File: src/hdl/bbr_pkg.sv
// ----------------------------------------------------------------------------
// bbr_pkg
// Shared types and constants for the 3x3 replicate-edge box blur.
// ----------------------------------------------------------------------------
package bbr_pkg;

  localparam int LINE_MAX    = 1024;
  localparam int COL_W       = $clog2(LINE_MAX);
  localparam int PIX_W       = 8;
  localparam int WIDTH_W     = 11;
  localparam int HEIGHT_W    = 13;
  localparam int HEIGHT_MAX  = 4096;
  localparam int ROW_W       = 12;
  localparam int ROW_SAT     = 4095;
  localparam int OCNT_W      = 22;
  localparam int TOTAL_W     = OCNT_W + 1;
  localparam int POS_ROW_W   = OCNT_W - 1;
  localparam int CNT_W       = $clog2(OCNT_W);
  localparam int CFG_DATA_W  = 13;
  localparam int CFG_IDX_W   = 1;
  localparam int COLSUM_W    = PIX_W + 2;
  localparam int SUM_W       = PIX_W + 4;
  // floor(s / 9) = (s * 3641) >> 15, exact for s < 32768
  localparam int RECIP       = 3641;
  localparam int RECIP_W     = 12;
  localparam int RECIP_SHIFT = 15;
  localparam int WIDTH_RST   = 512;
  localparam int HEIGHT_RST  = 512;

  typedef enum logic [CFG_IDX_W-1:0] {
    REG_WIDTH  = 1'b0,
    REG_HEIGHT = 1'b1
  } cfg_reg_t;

  typedef enum logic [1:0] {
    DIV_IDLE,
    DIV_LOAD,
    DIV_RUN
  } div_state_t;

  typedef struct packed {
    logic             item_kind;
    logic [PIX_W-1:0] pixel_in;
  } in_beat_t;

  typedef struct packed {
    logic [PIX_W-1:0] pixel_out;
    logic             frame_last;
  } out_beat_t;

  // per-item control decided at accept time
  typedef struct packed {
    logic emit;
    logic last;
    logic top_rep;
    logic bot_rep;
    logic left_rep;
    logic right_rep;
  } item_ctl_t;

  // one window column, top to bottom
  typedef struct packed {
    logic [PIX_W-1:0] top;
    logic [PIX_W-1:0] mid;
    logic [PIX_W-1:0] bot;
  } col_t;

endpackage

File: src/hdl/bbr_window_sum.sv
// ----------------------------------------------------------------------------
// bbr_window_sum
// 3x3 window, replicated-edge sum and divide by nine into the result
// register.
// ----------------------------------------------------------------------------
module bbr_window_sum (
  input  logic                 clk,
  input  logic                 rst,
  input  logic                 advance,
  input  logic                 s1_valid,
  input  bbr_pkg::col_t        col,
  input  bbr_pkg::item_ctl_t   s1_ctl,
  output logic                 out_valid,
  output bbr_pkg::out_beat_t   out_data
);
  import bbr_pkg::*;

  col_t                       win [3];
  item_ctl_t                  s2_ctl;
  logic [COLSUM_W-1:0]        colsum [3];
  logic [SUM_W-1:0]           sum;
  logic                       s3_emit;
  logic                       s3_last;
  logic [SUM_W-1:0]           s3_sum;
  logic [SUM_W+RECIP_W-1:0]   prod;

  always_ff @(posedge clk) begin
    if (rst) begin
      for (int i = 0; i < 3; i++) win[i] <= '0;
    end else if (advance && s1_valid) begin
      win[0] <= win[1];
      win[1] <= win[2];
      win[2] <= col;
    end
  end

  always_ff @(posedge clk) begin
    if (rst) begin
      s2_ctl <= '0;
    end else if (advance) begin
      s2_ctl      <= s1_ctl;
      s2_ctl.emit <= s1_valid && s1_ctl.emit;
    end
  end

  always_comb begin
    for (int j = 0; j < 3; j++) begin
      colsum[j] = COLSUM_W'(s2_ctl.top_rep ? win[j].mid : win[j].top)
                + COLSUM_W'(win[j].mid)
                + COLSUM_W'(s2_ctl.bot_rep ? win[j].mid : win[j].bot);
    end
    sum = SUM_W'(s2_ctl.left_rep ? colsum[1] : colsum[0])
        + SUM_W'(colsum[1])
        + SUM_W'(s2_ctl.right_rep ? colsum[1] : colsum[2]);
  end

  always_ff @(posedge clk) begin
    if (rst) begin
      s3_emit <= 1'b0;
    end else if (advance) begin
      s3_emit <= s2_ctl.emit;
    end
  end

  always_ff @(posedge clk) begin
    if (advance) begin
      s3_sum  <= sum;
      s3_last <= s2_ctl.last;
    end
  end

  assign prod = (SUM_W+RECIP_W)'(s3_sum) * (SUM_W+RECIP_W)'(RECIP);

  always_ff @(posedge clk) begin
    if (rst) begin
      out_valid <= 1'b0;
    end else if (advance) begin
      out_valid <= s3_emit;
    end
  end

  always_ff @(posedge clk) begin
    if (advance) begin
      out_data.pixel_out  <= prod[RECIP_SHIFT +: PIX_W];
      out_data.frame_last <= s3_last;
    end
  end

endmodule

File: config.mk
export PLATFORM = sky130hd
export DESIGN_NAME = bbr_window_sum
export DESIGN_NICKNAME = d
export VERILOG_FILES = /design/src/hdl/bbr_pkg.sv /design/src/hdl/bbr_window_sum.sv
export SDC_FILE = /design/constraint.sdc
export NUM_CORES = 1
export LEC_CHECK = 0
export BUFFER_PORTS_ARGS = -buffer_cell sky130_fd_sc_hd__buf_2
export CORE_MARGIN = 2
export CORE_UTILIZATION = 45
export DETAILED_ROUTE_END_ITERATION = 8
export PLACE_DENSITY = 0.74
export SETUP_SLACK_MARGIN = 0.02
export SLEW_MARGIN = 20
export SYNTH_ARGS = -nofsm -noshare
export SYNTH_HDL_FRONTEND = slang
export SYNTH_SLANG_ARGS = --single-unit
File: constraint.sdc
create_clock -name clk -period 9.3 [get_ports clk]
set_input_delay 0.93 -clock clk [delete_from_list [all_inputs] [get_ports clk]]
set_output_delay 0.93 -clock clk [all_outputs]
set_load 0.05 [all_outputs]
# Word level (Yosys, flattened, before mapping)
# Memories as Yosys holds them, arrays and structs flattened.
# Cells that the tools add are included.
[word_totals]
romBits = 0
elab_cells = 43
inputBits = 34
n_memories = 1
regBits = 30
latchBits = 0
mem_bits_rw = 72
[classes]
n_shift = 0
n_eq_ne = 0
mux = 16
n_lt_le_gt_ge = 0
n_reduce_logical = 2
multipliers = 1
n_bitwise = 3
div_mod_pow = 0
addsub = 8
[memory_table]
columns = ["memory", "words", "word_bits", "read_ports", "rd_clocked_by_memory_dff", "write_ports", "line_no", "text"]
rows = [
  ["win", 3, 24, 3, 0, 3, "bbr_window_sum.sv:18", "col_t win [3];"],
]
[op_table]
columns = ["cell", "n"]
rows = [
  ["2-to-1 mux 24 bit", 3],
  ["2-to-1 mux 8 bit", 6],
  ["adder 9 x 8 -> 10 bit", 3],
  ["adder 8 x 8 -> 9 bit", 3],
  ["multiplier 12 x 12 -> 23 bit (second input constant)", 1],
  ["2-to-1 mux 10 bit", 2],
  ["adder 11 x 10 -> 12 bit", 1],
  ["adder 10 x 10 -> 11 bit", 1],
  ["2-to-1 mux 1 bit", 5],
  ["bitwise OR 1 bit", 3],
  ["logical AND 1 bit", 2],
]

# Depth between registers and ports, before layout
[logic_depth]
depth_word = 6
ltp_mapped = 22
ltp_nobuf = 20

# Worst setup path after synthesis
# OpenSTA, ideal clock, no wires.
[synth_timing]
path_type = "reg-to-reg"
from = "register s2_ctl[3] (netlist bit)"
to = "register s3_sum[10] (data pin)"
path_buffers = 2
stages_incl_launch_ff = 21
t_arrival_ns = 4.786
setup_slack_ns = 4.251
required_ns = 9.038
path_cell_list = "dfxtp_1 clkbuf_1 buf_1 mux2_2 fa_1 ha_1 fa_1 a21o_1 a21oi_1 o21bai_1 a21oi_1 xnor2_1 nand2_1 o21ai_0 fa_1 ha_1 a21oi_1 o21ai_0 a21o_1 a21oi_1 xor2_1"
[synth_between]
elab_chain_cells = 6
word_cells_on_any_way = 13
[synth_rtl]
columns = ["element", "line_no", "text"]
rows = [
  ["start, declared", "bbr_window_sum.sv:19", "item_ctl_t s2_ctl;"],
  ["start signal, assigned", "bbr_window_sum.sv:41", "s2_ctl <= s1_ctl;"],
  ["2-to-1 mux 8 bit", "bbr_window_sum.sv:48", "colsum[j] = COLSUM_W'(s2_ctl.top_rep ? win[j].mid : win[j].top)"],
  ["adder 8 x 8 -> 9 bit", "bbr_window_sum.sv:49", "+ COLSUM_W'(win[j].mid)"],
  ["adder 9 x 8 -> 10 bit", "bbr_window_sum.sv:50", "+ COLSUM_W'(s2_ctl.bot_rep ? win[j].mid : win[j].bot);"],
  ["2-to-1 mux 10 bit", "bbr_window_sum.sv:52", "sum = SUM_W'(s2_ctl.left_rep ? colsum[1] : colsum[0])"],
  ["adder 10 x 10 -> 11 bit", "bbr_window_sum.sv:53", "+ SUM_W'(colsum[1])"],
  ["adder 11 x 10 -> 12 bit *", "bbr_window_sum.sv:54", "+ SUM_W'(s2_ctl.right_rep ? colsum[1] : colsum[2]);"],
  ["named net sum[10]", "bbr_window_sum.sv:21", "logic [SUM_W-1:0] sum;"],
  ["end signal, assigned", "bbr_window_sum.sv:67", "s3_sum <= sum;"],
  ["end, declared", "bbr_window_sum.sv:24", "logic [SUM_W-1:0] s3_sum;"],
]
# The timed path passes the listed nets; every way through them passes the cells marked *.
# A chain may end at the register's enable or synchronous reset.

# Worst setup path after layout
[layout_timing]
from = "register s2_ctl[3] (netlist bit)"
to = "register s3_sum[9] (data pin)"
# Same word-level chain as after synthesis.

==> flow_metrics.tcl <==
set metrics [dict create \
    fin_crit_sh_pct 57.18 \
    cts.sink_count 102 \
    core_sq_um 17840 \
    path_max_fanout 17 \
    r2r-end "s3_sum[9]$_DFFE_PP_" \
    synth_enable_flop_cells 94 \
    timing.critical_path.from "s2_ctl[3]$_SDFFE_PP0P_" \
    hold_viol 0 \
    postCtsResizedCells 0 \
    fin_crit_ns 5.318 \
    async_reset_ff_share_pct 0 \
    grt_start_max_net_pins 73 \
    first_iter_violations 190 \
    filler_cell_count 1548 \
    cp.required_ns 9.46 \
    rsz_0062_raised_after_global_routing "false" \
    postSynth.topFlopCell "sky130_fd_sc_hd__edfxtp_1" \
    post_cts.repair.setup_buffers 0 \
    start_kind "flop" \
    synthDistinctLibCells 36 \
    worst_skew_pair.late_latency_ns 0.36 \
    synth_top_area_share_pct 34.67 \
    synth_cells 693 \
    rrSetupSlack_ns 3.98 \
    drc 0 \
    num_rows 49 \
    path_clk_slew_ns 0.07 \
    routed_via_density 4.971 \
    routability_congestion_estimate_from_global_placement 0.8618 \
    critical_path_class "flop to flop" \
    drive_gt1_share_pct 14.79 \
    tns_ns 0 \
    max_cap_viol 0 \
    warnings_from_yosys 0 \
    grt_util_all_layers_pct 15.57 \
    tritoncts "built" \
    synth_seq_area_share_pct 36.63 \
    placement.io_buffers 43 \
    fin_nets 929 \
    area.growth.synth_to_final_pct 9.312 \
    synthTopCellsByArea "sky130_fd_sc_hd__edfxtp_1 (35%), sky130_fd_sc_hd__fa_1 (16%), sky130_fd_sc_hd__ha_1 (15%), sky130_fd_sc_hd__mux2_2 (6.1%), sky130_fd_sc_hd__and2_1 (5.2%)" \
    post_synth.cell_area_avg_sq_um 11.75 \
    route.vias.total 4802 \
    htreeDepth 3 \
    final-instance-count-excl-fill 966 \
    top_level_ports 44 \
    number_of_global_route_vias_before_repair 5082 \
    synth_area_leader_cell "sky130_fd_sc_hd__edfxtp_1" \
    antenna_cells_inserted 0 \
    min_path_type "flop to flop" \
    worst_setup_path_endpoint "s3_sum[9]$_DFFE_PP_" \
    cts_hold_buffers 0 \
    overflow 0 \
    worstSetupEndpointType "flop" \
    place.detailed.hpwl_mm 10.79 \
    r2r.worst_path.cells 17 \
    grt_first_pass_wirelength_mm 24.03 \
    number_of_antenna_violations_at_the_first_check_in_global_routing 0 \
    setup_viol 0 \
    start_util_pct 45.64 \
    fin_hold_ws_ns 0.4348 \
    run_status "finished, final reports clean" \
    max-slew-margin-rel_pct 42.75 \
    die_h_microns 138.5 \
    cp.arrival_ns 5.48 \
    synth.ff_latch_count 102 \
    postRouteAntennaNets 0 \
    number_of_pins_with_negative_max_slew_slack_in_the_final_report 0 \
    layout.cells.most_common "sky130_fd_sc_hd__inv_1" \
    wl_mm 13.80 \
    firstDrtPassIters 4 \
    floorplan.die.width_microns 138.5 \
    fin_skew_ns 0.008032 \
    layout_common_cells "sky130_fd_sc_hd__inv_1 (101), sky130_fd_sc_hd__ha_1 (96), sky130_fd_sc_hd__edfxtp_1 (94), sky130_fd_sc_hd__and2_1 (68), sky130_fd_sc_hd__fa_1 (67)" \
    die_area_sq_um 19190 \
    worst-slew-pin-transition_ns 0.8588 \
    cts-buffers-inserted 9 \
    layout.core_utilization_pct 49.89 \
    root_buffer "sky130_fd_sc_hd__clkbuf_16" \
    max_freq_mhz 188.0 \
    cts_buffer_depth 2 \
    dpl.cell_count 950 \
    wire_per_inst_microns 14.29 \
    crit-reg2reg-launch "s2_ctl[3]$_SDFFE_PP0P_" \
    post_synth_instance_area_sq_um 8143 \
    syn_nets 890 \
]
==> state kept, by name, summed over array words and instances (netlist names) <==
name,cells
win,72
s3_sum,12
out_data,9
s2_ctl,6
out_valid,1
s3_emit,1
s3_last,1
==> layer usage <==
layer	routed length (microns)	part of all wire, %	track usage (%)
met1	6085	44	18.87
met2	7045	51	27.46
met5	0	0	0
met4	316	2.3	5.908
met3	352	2.6	3.083
==> worst min path at each step <==
| stage | startpoint | cells past startpoint | to | slack, ns |
|---|---|---|---|---|
| global route | s2_ctl[4]$_SDFFE_PP0P_ | 0 | s3_last$_DFFE_PP_ | 0.44 |
| finish | s2_ctl[4]$_SDFFE_PP0P_ | 0 | s3_last$_DFFE_PP_ | 0.43 |
| detailed placement | s2_ctl[4]$_SDFFE_PP0P_ | 0 | s3_last$_DFFE_PP_ | 0.42 |
| global placement | s3_last$_DFFE_PP_ | 0 | out_data[0]$_DFFE_PP_ | 0.40 |
| floorplan | s3_last$_DFFE_PP_ | 0 | out_data[0]$_DFFE_PP_ | 0.40 |
| CTS | s2_ctl[4]$_SDFFE_PP0P_ | 0 | s3_last$_DFFE_PP_ | 0.44 |
==> through the flow <==
step / area, sq um / setup slack, ns
after floorplan: 8143 / 4.251
after global placement: 8607 / 4.147
after detailed placement: 8607 / 3.994
after CTS: 8901 / 3.979
after global routing: 8901 / 3.610
final: 8901 / 3.982
==> synth_stat cells (2+ instances only) <==
| cell type | n |
|---|---|
| sky130_fd_sc_hd__nor3_1 | 4 |
| sky130_fd_sc_hd__edfxtp_1 | 94 |
| sky130_fd_sc_hd__nand3_1 | 3 |
| sky130_fd_sc_hd__a21o_1 | 11 |
| sky130_fd_sc_hd__nand2b_1 | 4 |
| sky130_fd_sc_hd__nor2b_1 | 5 |
| sky130_fd_sc_hd__buf_1 | 5 |
| sky130_fd_sc_hd__o21a_1 | 2 |
| sky130_fd_sc_hd__mux2_2 | 44 |
| sky130_fd_sc_hd__nand2_1 | 18 |
| sky130_fd_sc_hd__xnor2_1 | 27 |
| sky130_fd_sc_hd__inv_1 | 101 |
| sky130_fd_sc_hd__xor2_1 | 8 |
| sky130_fd_sc_hd__o21ai_0 | 22 |
| sky130_fd_sc_hd__a21boi_0 | 3 |
| sky130_fd_sc_hd__and2_1 | 68 |
| sky130_fd_sc_hd__o21bai_1 | 4 |
| sky130_fd_sc_hd__mux2i_1 | 17 |
| sky130_fd_sc_hd__clkbuf_1 | 13 |
| sky130_fd_sc_hd__nor2_1 | 26 |
| sky130_fd_sc_hd__ha_1 | 96 |
| sky130_fd_sc_hd__fa_1 | 67 |
| sky130_fd_sc_hd__nand4_1 | 2 |
| sky130_fd_sc_hd__dfxtp_1 | 8 |
| sky130_fd_sc_hd__a21oi_1 | 30 |
==> logic make-up (layout without fill, tap and decap cells) <==
kind of cell / Yosys count / in the layout / synth area share [%]
AOI/OAI and AO/OA: 79 / 79 / 5.870
xor gates and xnor gates: 35 / 35 / 3.765
adders and majority gates: 163 / 163 / 31.22
buffers and inverters: 120 / 164 / 5.547
DFF: 102 / 102 / 36.63
muxes: 61 / 61 / 8.175
and+or+nand+nor: 133 / 133 / 8.789
==> layout make-up <==
cell class                      instances  area, sq um  area share [%]
Tap cell                              229        286.5           3.219
Clock buffer                           12        236.5           2.657
Multi-Input combinational cell        471         4713           52.95
Inverter                              101        379.1           4.259
Timing Repair Buffer                   47        245.2           2.755
Sequential cell                       102         2983           33.51
Clock inverter                          4        57.56          0.6466
==> worst max-delay path: stages (launching register included) <==
cell and delay, ns:
sky130_fd_sc_hd__dfxtp_1 0.58, sky130_fd_sc_hd__buf_4 0.36, sky130_fd_sc_hd__mux2_2 0.39, sky130_fd_sc_hd__fa_1 0.51, sky130_fd_sc_hd__fa_1 0.47, sky130_fd_sc_hd__a21o_1 0.19
sky130_fd_sc_hd__a21oi_1 0.23, sky130_fd_sc_hd__xnor2_1 0.24, sky130_fd_sc_hd__nand2_1 0.10, sky130_fd_sc_hd__o31ai_1 0.12, sky130_fd_sc_hd__fa_1 0.48, sky130_fd_sc_hd__ha_1 0.32
sky130_fd_sc_hd__a21boi_0 0.25, sky130_fd_sc_hd__o21ai_0 0.15, sky130_fd_sc_hd__a21boi_0 0.30, sky130_fd_sc_hd__o21a_1 0.17, sky130_fd_sc_hd__nor2_1 0.05, sky130_fd_sc_hd__xnor2_1 0.24
Power is left out: the tool's default activity adds up to more than one toggle a clock period on the data nets, which glitch-free logic cannot reach.
