File: src/hdl/bbr_pkg.sv
// ----------------------------------------------------------------------------
// bbr_pkg
// Shared types and constants for the 3x3 replicate-edge box blur.
// ----------------------------------------------------------------------------
package bbr_pkg;

  localparam int LINE_MAX    = 1024;
  localparam int COL_W       = $clog2(LINE_MAX);
  localparam int PIX_W       = 8;
  localparam int WIDTH_W     = 11;
  localparam int HEIGHT_W    = 13;
  localparam int HEIGHT_MAX  = 4096;
  localparam int ROW_W       = 12;
  localparam int ROW_SAT     = 4095;
  localparam int OCNT_W      = 22;
  localparam int TOTAL_W     = OCNT_W + 1;
  localparam int POS_ROW_W   = OCNT_W - 1;
  localparam int CNT_W       = $clog2(OCNT_W);
  localparam int CFG_DATA_W  = 13;
  localparam int CFG_IDX_W   = 1;
  localparam int COLSUM_W    = PIX_W + 2;
  localparam int SUM_W       = PIX_W + 4;
  // floor(s / 9) = (s * 3641) >> 15, exact for s < 32768
  localparam int RECIP       = 3641;
  localparam int RECIP_W     = 12;
  localparam int RECIP_SHIFT = 15;
  localparam int WIDTH_RST   = 512;
  localparam int HEIGHT_RST  = 512;

  typedef enum logic [CFG_IDX_W-1:0] {
    REG_WIDTH  = 1'b0,
    REG_HEIGHT = 1'b1
  } cfg_reg_t;

  typedef enum logic [1:0] {
    DIV_IDLE,
    DIV_LOAD,
    DIV_RUN
  } div_state_t;

  typedef struct packed {
    logic             item_kind;
    logic [PIX_W-1:0] pixel_in;
  } in_beat_t;

  typedef struct packed {
    logic [PIX_W-1:0] pixel_out;
    logic             frame_last;
  } out_beat_t;

  // per-item control decided at accept time
  typedef struct packed {
    logic emit;
    logic last;
    logic top_rep;
    logic bot_rep;
    logic left_rep;
    logic right_rep;
  } item_ctl_t;

  // one window column, top to bottom
  typedef struct packed {
    logic [PIX_W-1:0] top;
    logic [PIX_W-1:0] mid;
    logic [PIX_W-1:0] bot;
  } col_t;

endpackage

File: src/hdl/bbr_ctrl.sv
// ----------------------------------------------------------------------------
// bbr_ctrl
// Config registers, raster and output position counters, and a serial
// divider that rebuilds the output row/column after a config write.
// ----------------------------------------------------------------------------
module bbr_ctrl (
  input  logic                           clk,
  input  logic                           rst,
  input  logic                           cfg_write,
  input  logic [bbr_pkg::CFG_IDX_W-1:0]  cfg_index,
  input  logic [bbr_pkg::CFG_DATA_W-1:0] cfg_data,
  input  logic                           accept,
  output logic                           busy,
  output logic [bbr_pkg::COL_W-1:0]      col_addr,
  output bbr_pkg::item_ctl_t             ctl
);
  import bbr_pkg::*;

  logic [WIDTH_W-1:0]   image_width;
  logic [HEIGHT_W-1:0]  image_height;
  logic [WIDTH_W-1:0]   eff_w;
  logic [HEIGHT_W-1:0]  eff_h;
  logic [TOTAL_W-1:0]   total;

  logic [COL_W-1:0]     column_count;
  logic [ROW_W-1:0]     row_count;
  logic [OCNT_W-1:0]    out_count;
  logic [POS_ROW_W-1:0] pos_row;
  logic [COL_W-1:0]     pos_col;

  div_state_t           state, state_next;
  logic [WIDTH_W-1:0]   div_rem, div_rem_next, rem_sh;
  logic [OCNT_W-1:0]    div_quo, div_quo_next;
  logic [CNT_W-1:0]     div_cnt;
  logic                 div_done;

  logic                 col_wrap;
  logic [TOTAL_W-1:0]   oc_inc;

  always_ff @(posedge clk) begin
    if (rst) begin
      image_width  <= WIDTH_W'(WIDTH_RST);
      image_height <= HEIGHT_W'(HEIGHT_RST);
    end else if (cfg_write) begin
      unique case (cfg_reg_t'(cfg_index))
        REG_WIDTH:  image_width  <= cfg_data[WIDTH_W-1:0];
        REG_HEIGHT: image_height <= cfg_data[HEIGHT_W-1:0];
        default: ;
      endcase
    end
  end

  always_comb begin
    if (image_width < WIDTH_W'(2))
      eff_w = WIDTH_W'(2);
    else if (image_width > WIDTH_W'(LINE_MAX))
      eff_w = WIDTH_W'(LINE_MAX);
    else
      eff_w = image_width;
    if (image_height < HEIGHT_W'(2))
      eff_h = HEIGHT_W'(2);
    else if (image_height > HEIGHT_W'(HEIGHT_MAX))
      eff_h = HEIGHT_W'(HEIGHT_MAX);
    else
      eff_h = image_height;
  end

  // frame size is a register behind the config registers; input is stalled meanwhile
  always_ff @(posedge clk) begin
    if (rst) begin
      total <= TOTAL_W'(WIDTH_RST * HEIGHT_RST);
    end else begin
      total <= TOTAL_W'(eff_w * eff_h);
    end
  end

  // ---- divider sequencer: (pos_row, pos_col) = out_count divmod eff_w ----
  always_ff @(posedge clk) begin
    if (rst) begin
      state <= DIV_IDLE;
    end else begin
      state <= state_next;
    end
  end

  always_comb begin
    state_next = state;
    unique case (state)
      DIV_IDLE: if (cfg_write) state_next = DIV_LOAD;
      DIV_LOAD: begin
        if (cfg_write) state_next = DIV_LOAD;
        else           state_next = DIV_RUN;
      end
      DIV_RUN: begin
        if (cfg_write)     state_next = DIV_LOAD;
        else if (div_done) state_next = DIV_IDLE;
      end
      default: state_next = DIV_IDLE;
    endcase
  end

  always_comb begin
    busy     = (state != DIV_IDLE);
    div_done = (state == DIV_RUN) && (div_cnt == CNT_W'(OCNT_W - 1));
  end

  always_comb begin
    rem_sh = {div_rem[WIDTH_W-2:0], div_quo[OCNT_W-1]};
    if (rem_sh >= eff_w) begin
      div_rem_next = rem_sh - eff_w;
      div_quo_next = {div_quo[OCNT_W-2:0], 1'b1};
    end else begin
      div_rem_next = rem_sh;
      div_quo_next = {div_quo[OCNT_W-2:0], 1'b0};
    end
  end

  always_ff @(posedge clk) begin
    unique case (state)
      DIV_LOAD: begin
        div_rem <= '0;
        div_quo <= out_count;
        div_cnt <= '0;
      end
      DIV_RUN: begin
        div_rem <= div_rem_next;
        div_quo <= div_quo_next;
        div_cnt <= div_cnt + CNT_W'(1);
      end
      default: ;
    endcase
  end

  // ---- per-item decisions ----
  always_comb begin
    col_addr      = column_count;
    col_wrap      = ({1'b0, column_count} + WIDTH_W'(1)) >= eff_w;
    oc_inc        = {1'b0, out_count} + TOTAL_W'(1);
    ctl.emit      = (row_count >= ROW_W'(2)) ||
                    ((row_count == ROW_W'(1)) && (column_count != '0));
    ctl.last      = oc_inc >= total;
    ctl.top_rep   = (pos_row == '0);
    ctl.bot_rep   = ({1'b0, pos_row} + OCNT_W'(1)) >= OCNT_W'(eff_h);
    ctl.left_rep  = (pos_col == '0);
    ctl.right_rep = ({1'b0, pos_col} + WIDTH_W'(1)) >= eff_w;
  end

  always_ff @(posedge clk) begin
    if (rst) begin
      column_count <= '0;
      row_count    <= '0;
      out_count    <= '0;
      pos_row      <= '0;
      pos_col      <= '0;
    end else if (div_done) begin
      pos_row <= div_quo_next[POS_ROW_W-1:0];
      pos_col <= div_rem_next[COL_W-1:0];
    end else if (accept) begin
      if (col_wrap) begin
        column_count <= '0;
        if (row_count < ROW_W'(ROW_SAT)) row_count <= row_count + ROW_W'(1);
      end else begin
        column_count <= column_count + COL_W'(1);
      end
      if (ctl.emit) begin
        if (ctl.last) begin
          column_count <= '0;
          row_count    <= '0;
          out_count    <= '0;
          pos_row      <= '0;
          pos_col      <= '0;
        end else begin
          out_count <= oc_inc[OCNT_W-1:0];
          if (ctl.right_rep) begin
            pos_col <= '0;
            pos_row <= pos_row + POS_ROW_W'(1);
          end else begin
            pos_col <= pos_col + COL_W'(1);
          end
        end
      end
    end
  end

endmodule

File: config.mk
export PLATFORM = sky130hd
export DESIGN_NAME = bbr_ctrl
export DESIGN_NICKNAME = d
export VERILOG_FILES = /design/src/hdl/bbr_pkg.sv /design/src/hdl/bbr_ctrl.sv
export SDC_FILE = /design/constraint.sdc
export NUM_CORES = 1
export LEC_CHECK = 0
export BUFFER_PORTS_ARGS = -buffer_cell sky130_fd_sc_hd__buf_4
export CAP_MARGIN = 5
export CORE_MARGIN = 2
export CORE_UTILIZATION = 25
export CTS_CLUSTER_DIAMETER = 60
export CTS_CLUSTER_SIZE = 40
export DETAILED_ROUTE_END_ITERATION = 10
export GPL_ROUTABILITY_DRIVEN = 0
export GPL_TIMING_DRIVEN = 1
export HOLD_SLACK_MARGIN = 0.02
export SYNTH_ARGS = -nofsm -noshare
export SYNTH_HDL_FRONTEND = slang
export SYNTH_SLANG_ARGS = --single-unit
File: constraint.sdc
create_clock -name clk -period 10.4 [get_ports clk]
set_input_delay 0.52 -clock clk [delete_from_list [all_inputs] [get_ports clk]]
set_output_delay 0.52 -clock clk [all_outputs]
set_load 0.01 [all_outputs]
# After elaboration in Yosys (flattened, before gate mapping)

Index checks and enable logic that the tools add are counted.
W data, S select, Z words.

Output and inout port bits: 17
Register bits: 161
Logic and storage cells: 93

Multiply operators: 1
$lt $le $gt $ge: 11
Bitwise gates (word level): 2
Reductions and logical operators: 19
Add/subtract/negate cells: 10
Mux-type cells: 32
Equal/unequal tests: 6

Operators by type and width:

| cell                    | number |
|---|---|
| $mux W21                | 5 |
| $mux W10                | 9 |
| $mux W12                | 4 |
| $pmux W22 S2            | 1 |
| $ge A11 B11 Y1          | 3 |
| $mux W13                | 2 |
| $add A22 B1 Y23 const B | 1 |
| $ge A23 B23 Y1          | 1 |
| $mul A11 B13 Y23        | 1 |
| $add A10 B1 Y11 const B | 2 |
| $add A21 B1 Y22 const B | 1 |
| $ge A22 B13 Y1          | 1 |
| $mux W11                | 2 |
| $mux W22                | 1 |
| $add A21 B1 Y21 const B | 1 |
| $logic_not A21 Y1       | 1 |
| $add A10 B1 Y10 const B | 2 |
| $pmux W10 S2            | 1 |
| $gt A13 B13 Y1 const B  | 1 |
| $lt A13 B2 Y1 const B   | 1 |
| $add A12 B1 Y12 const B | 1 |
| $eq A12 B1 Y1 const B   | 1 |
| $ge A12 B2 Y1 const B   | 1 |
| $lt A12 B12 Y1 const B  | 1 |
| other kinds (23)        | 36 |

# Logic depth before layout (Yosys ltp)

Depth after elaboration: 9
Mapped depth: 25

# Worst setup path before layout

Ideal clock, no wire load.

Kind: register to register
Start point: register image_width[8]
End point: register total[22]
Path buffers: 1
Data required time: 10.273 ns
Arrival time: 6.205 ns
Cell stages (with the launch flop): 24
Setup slack: 4.068 ns
Cells stage by stage: dfxtp_1 -> nor4_1 -> nand3_1 -> o21ai_0 -> and2_1 -> clkbuf_1 -> clkinv_1 -> nor2_1 -> fa_1 -> fa_1 -> fa_1 -> fa_1 -> inv_1 -> fa_1 -> inv_1 -> ha_1 -> a211o_1 -> a21oi_2 -> a2bb2oi_2 -> o311ai_1 -> a31o_2 -> o41ai_2 -> xnor2_1 -> nor2b_1

Cells in the longest elaborated chain, start to end: 4

Ends and longest elaborated chain:

| element                | line           | source |
|---|---|---|
| start, declared        | bbr_ctrl.sv:19 | `logic [WIDTH_W-1:0] image_width;` |
| start signal, assigned | bbr_ctrl.sv:42 | `image_width <= WIDTH_W'(WIDTH_RST);` |
| start signal, assigned | bbr_ctrl.sv:46 | `REG_WIDTH: image_width <= cfg_data[WIDTH_W-1:0];` |
| $gt A11 B11 Y1         | bbr_ctrl.sv:56 | `else if (image_width > WIDTH_W'(LINE_MAX))` |
| $mux W11               | bbr_ctrl.sv:56 |  |
| $mux W11 *             | bbr_ctrl.sv:54 | `if (image_width < WIDTH_W'(2))` |
| $mul A11 B13 Y23 *     | bbr_ctrl.sv:73 | `total <= TOTAL_W'(eff_w * eff_h);` |
| end signal, assigned   | bbr_ctrl.sv:71 | `total <= TOTAL_W'(WIDTH_RST * HEIGHT_RST);` |
| end signal, assigned   | bbr_ctrl.sv:73 |  |
| end, declared          | bbr_ctrl.sv:23 | `logic [TOTAL_W-1:0] total;` |

Mark *: on every way between the ends. The rest lies on a longest branch, timed or not.
A chain may end at the register's enable or synchronous reset.

# Worst setup path after layout

Ends and elaborated chain as after synthesis.

==> metrics.txt <==
status finished, final reports clean; CTS tree yes; R2R Path Start image_width[8]; Worst EP required 10.71 ns; total power 1670 uW; I/O pin count 35; Setup CP Type reg -> reg; Sw Ratio 31.1%; drt total wl 38.5 mm; FFs w/ async S/R, synth 0%; commonest non-fill, non-tap cells in the layout inv_1, nand2_1, nor2_1; drt drc 0; pin count of the biggest net entering global routing 56; met3 usage 2.79%; mean post-synth cell area 8.47 um2; gr ovfl total 0; R2R cell count 22; root buffer cell clkbuf_16; DP Wirelength 29.6 mm; area grow syn2layout 11.0%; met1 global-route usage 16.7%; Post-Synthesis Cell Area 14,300 um2; Critical R2R Capture total[22]; reg-to-reg slack, setup 3.28 ns; WP data arrival 7.43 ns; gr busiest metal met2; Starting Density 25.3%; Antenna Nets Post-Route 0; via count 11,800; max-slew violation count 0; final instance area 15,900 um2; vias per inst 4.79; clk sink count 161; combinational share of power 18.9%; fillers 5,980; Clock Tree Buf Depth 2; DRT iter0 DRCs 683; Yosys reg bits 161; core area 56,500 um2; sequential power share 40.7%; Wirelength per Cell 15.7 um; Ys Warns 0; Worst Setup Slack, final 3.28 ns; Final setup viols 0; syn_nets 1,951; DR pass1 iterations 5; Post-DP Area 15,300 um2; Post-CTS Setup Bufs 0; Mapped Cells 1,691; sequential area share after synthesis 25.1%; worst vdd ir 108 uV; CP endpoint kind flop; htree depth 4; PwrDens 105 nW/um2; Final Cycle Share 68.5%; met2 usage 22.2%; Pleak 0.00665 uW; CP startpoint kind flop; fin nets 1,941; Die ar. 59,200 um2; Max Freq 140 MHz; Int Power 1150 uW; Max-slew headroom 25.7%; top post-synthesis cells by area dfxtp_1, fa_1, ha_1; Worst-path clk slew 0.07 ns; Worst-Margin Slew 1.11 ns; # rows 87; CP Max Fanout 10; Die Span X 243 um; CP Launch Point image_width[8]; later-pin clock latency in the skew report 0.45 ns; setup_tns 0 ns; RSZ-0062 raised after global routing no; unique cell type count in the Yosys netlist 84; first-pass GRT wire length 63.0 mm; Hold Fails Final Rpt 0; total track usage 13.3%; area leader, netlist dfxtp_1; Setup Skew 0.0127 ns; input/output buffers 34; via count of the first global-routing pass 12,100; P_sw 520 uW; dpl ws 3.27 ns; CTS Hold Bufs 0; initial antenna violation count 1; Worst setup endpoint total[22]; crit path time final 7.12 ns; number of synthesized flops with an enable pin 37; Die Span Y 243 um; Clk network pwr share 40.4%; post-synth top area share 17.3%; layout cells sized above 1 7.91%; min-delay worst type in -> reg; total CTS buffers 17; number of max-cap violations 0; top_reg_cell synth dfxtp_1; CTS-repair resized insts 0
==> final cells by class <==
cell class / count / area [um2] / share of cell area [%]
multi-input cells: 1246 / 9610 / 60.5
flip-flops and latches: 161 / 3590 / 22.6
well taps: 756 / 946 / 5.95
inverters: 214 / 803 / 5.06
clock buffers: 18 / 450 / 2.84
repair buffers: 41 / 308 / 1.94
clock inverters: 14 / 168 / 1.06
diodes: 2 / 5.00 / 0.0315
==> how the worst min path moves through the flow <==
stage,start,end,cells after the start
final,cfg_data[9],image_height[9],3
after detailed placement,image_width[1],image_width[1],2
after global placement,image_width[1],image_width[1],2
after global routing,cfg_data[5],image_height[5],3
after floorplan,image_width[1],image_width[1],2
after CTS,cfg_data[9],image_height[9],3
==> power groups by stage <==
stage | Sequential [uW] | Clock, uW | Combinational, uW
2_1_floorplan | 689 | 0 | 226
3_3_place_gp | 695 | 0 | 310
3_5_place_dp | 696 | 0 | 315
4_1_cts | 681 | 691 | 318
5_1_grt | 685 | 718 | 354
6_report | 682 | 676 | 316
==> kinds of logic after synthesis <==
kind of cell / count (synthesis) / share of synthesized area [%]
AND/OR/NAND/NOR: 636 / 21.1
buffers and inverters: 284 / 7.77
flip-flops: 161 / 25.1
multiplexers: 38 / 2.85
AO/OA/AOI/OAI: 252 / 12.1
XOR/XNOR: 78 / 4.77
adder cells (fa/ha/maj): 242 / 26.3
==> registers in the layout, summed over array words and instances, names as in the netlist <==
register      count
col_addr         10
div_cnt           5
div_quo          22
div_rem          10
image_height     13
image_width      11
out_count        22
pos_col          10
pos_row          21
row_count        12
state             2
total            23
==> worst max-delay path, stage by stage, from the launching register on <==
cell and delay (ns):
dfxtp_1 0.32, nor4_1 0.38, nand3_1 0.16, o21ai_0 0.35
and2_1 0.37, clkinv_1 0.45, nor2_1 0.26, fa_1 0.46
fa_1 0.52, fa_1 0.53, fa_1 0.55, inv_1 0.06
fa_1 0.53, inv_1 0.04, ha_1 0.34, a211o_1 0.34
a21oi_2 0.19, a2bb2oi_2 0.18, o311ai_1 0.14, a31o_2 0.29
o41ai_2 0.24, xnor2_1 0.13, nor2b_1 0.15
==> layer usage <==
layer	part of all wire [%]	up-vias	routed length, um
met5	0	-	0
met4	3.1	0	1210
met3	5.4	63	2070
met2	47	268	18100
met1	45	5765	17200
li1	-	5658	-
==> per-stage QoR <==
stage	hold WS [ns]	instances	utilization [%]
after global routing	0.307	2450	28.1
after global placement	0.453	2418	27.0
final	0.304	2452	28.1
after detailed placement	0.458	2418	27.0
after floorplan	0.436	1691	-
after CTS	0.284	2450	28.1
==> Yosys cell counts, types with 5 or more instances <==
master,n
or2_2,5
clkbuf_1,51
edfxtp_1,37
o211ai_1,6
nand4_1,25
a31oi_1,6
nand3b_1,12
a211oi_2,6
and3_1,24
a32o_1,12
nor3b_1,5
mux2_2,22
nand2_1,205
ha_1,144
nor4_1,17
nor2b_1,20
a211oi_1,16
nor2_1,178
or3_1,6
a22oi_1,17
fa_1,98
o21a_1,15
dfxtp_1,124
a21o_1,11
mux2i_1,16
and2_1,24
buf_2,10
inv_1,205
buf_4,5
o41ai_1,6
xnor2_1,41
nor3_1,28
xor2_1,37
a21oi_1,80
nand3_1,45
clkinv_1,8
o21ai_0,35
nand2b_1,18
Note: power is estimated with default switching activity, not from simulation.
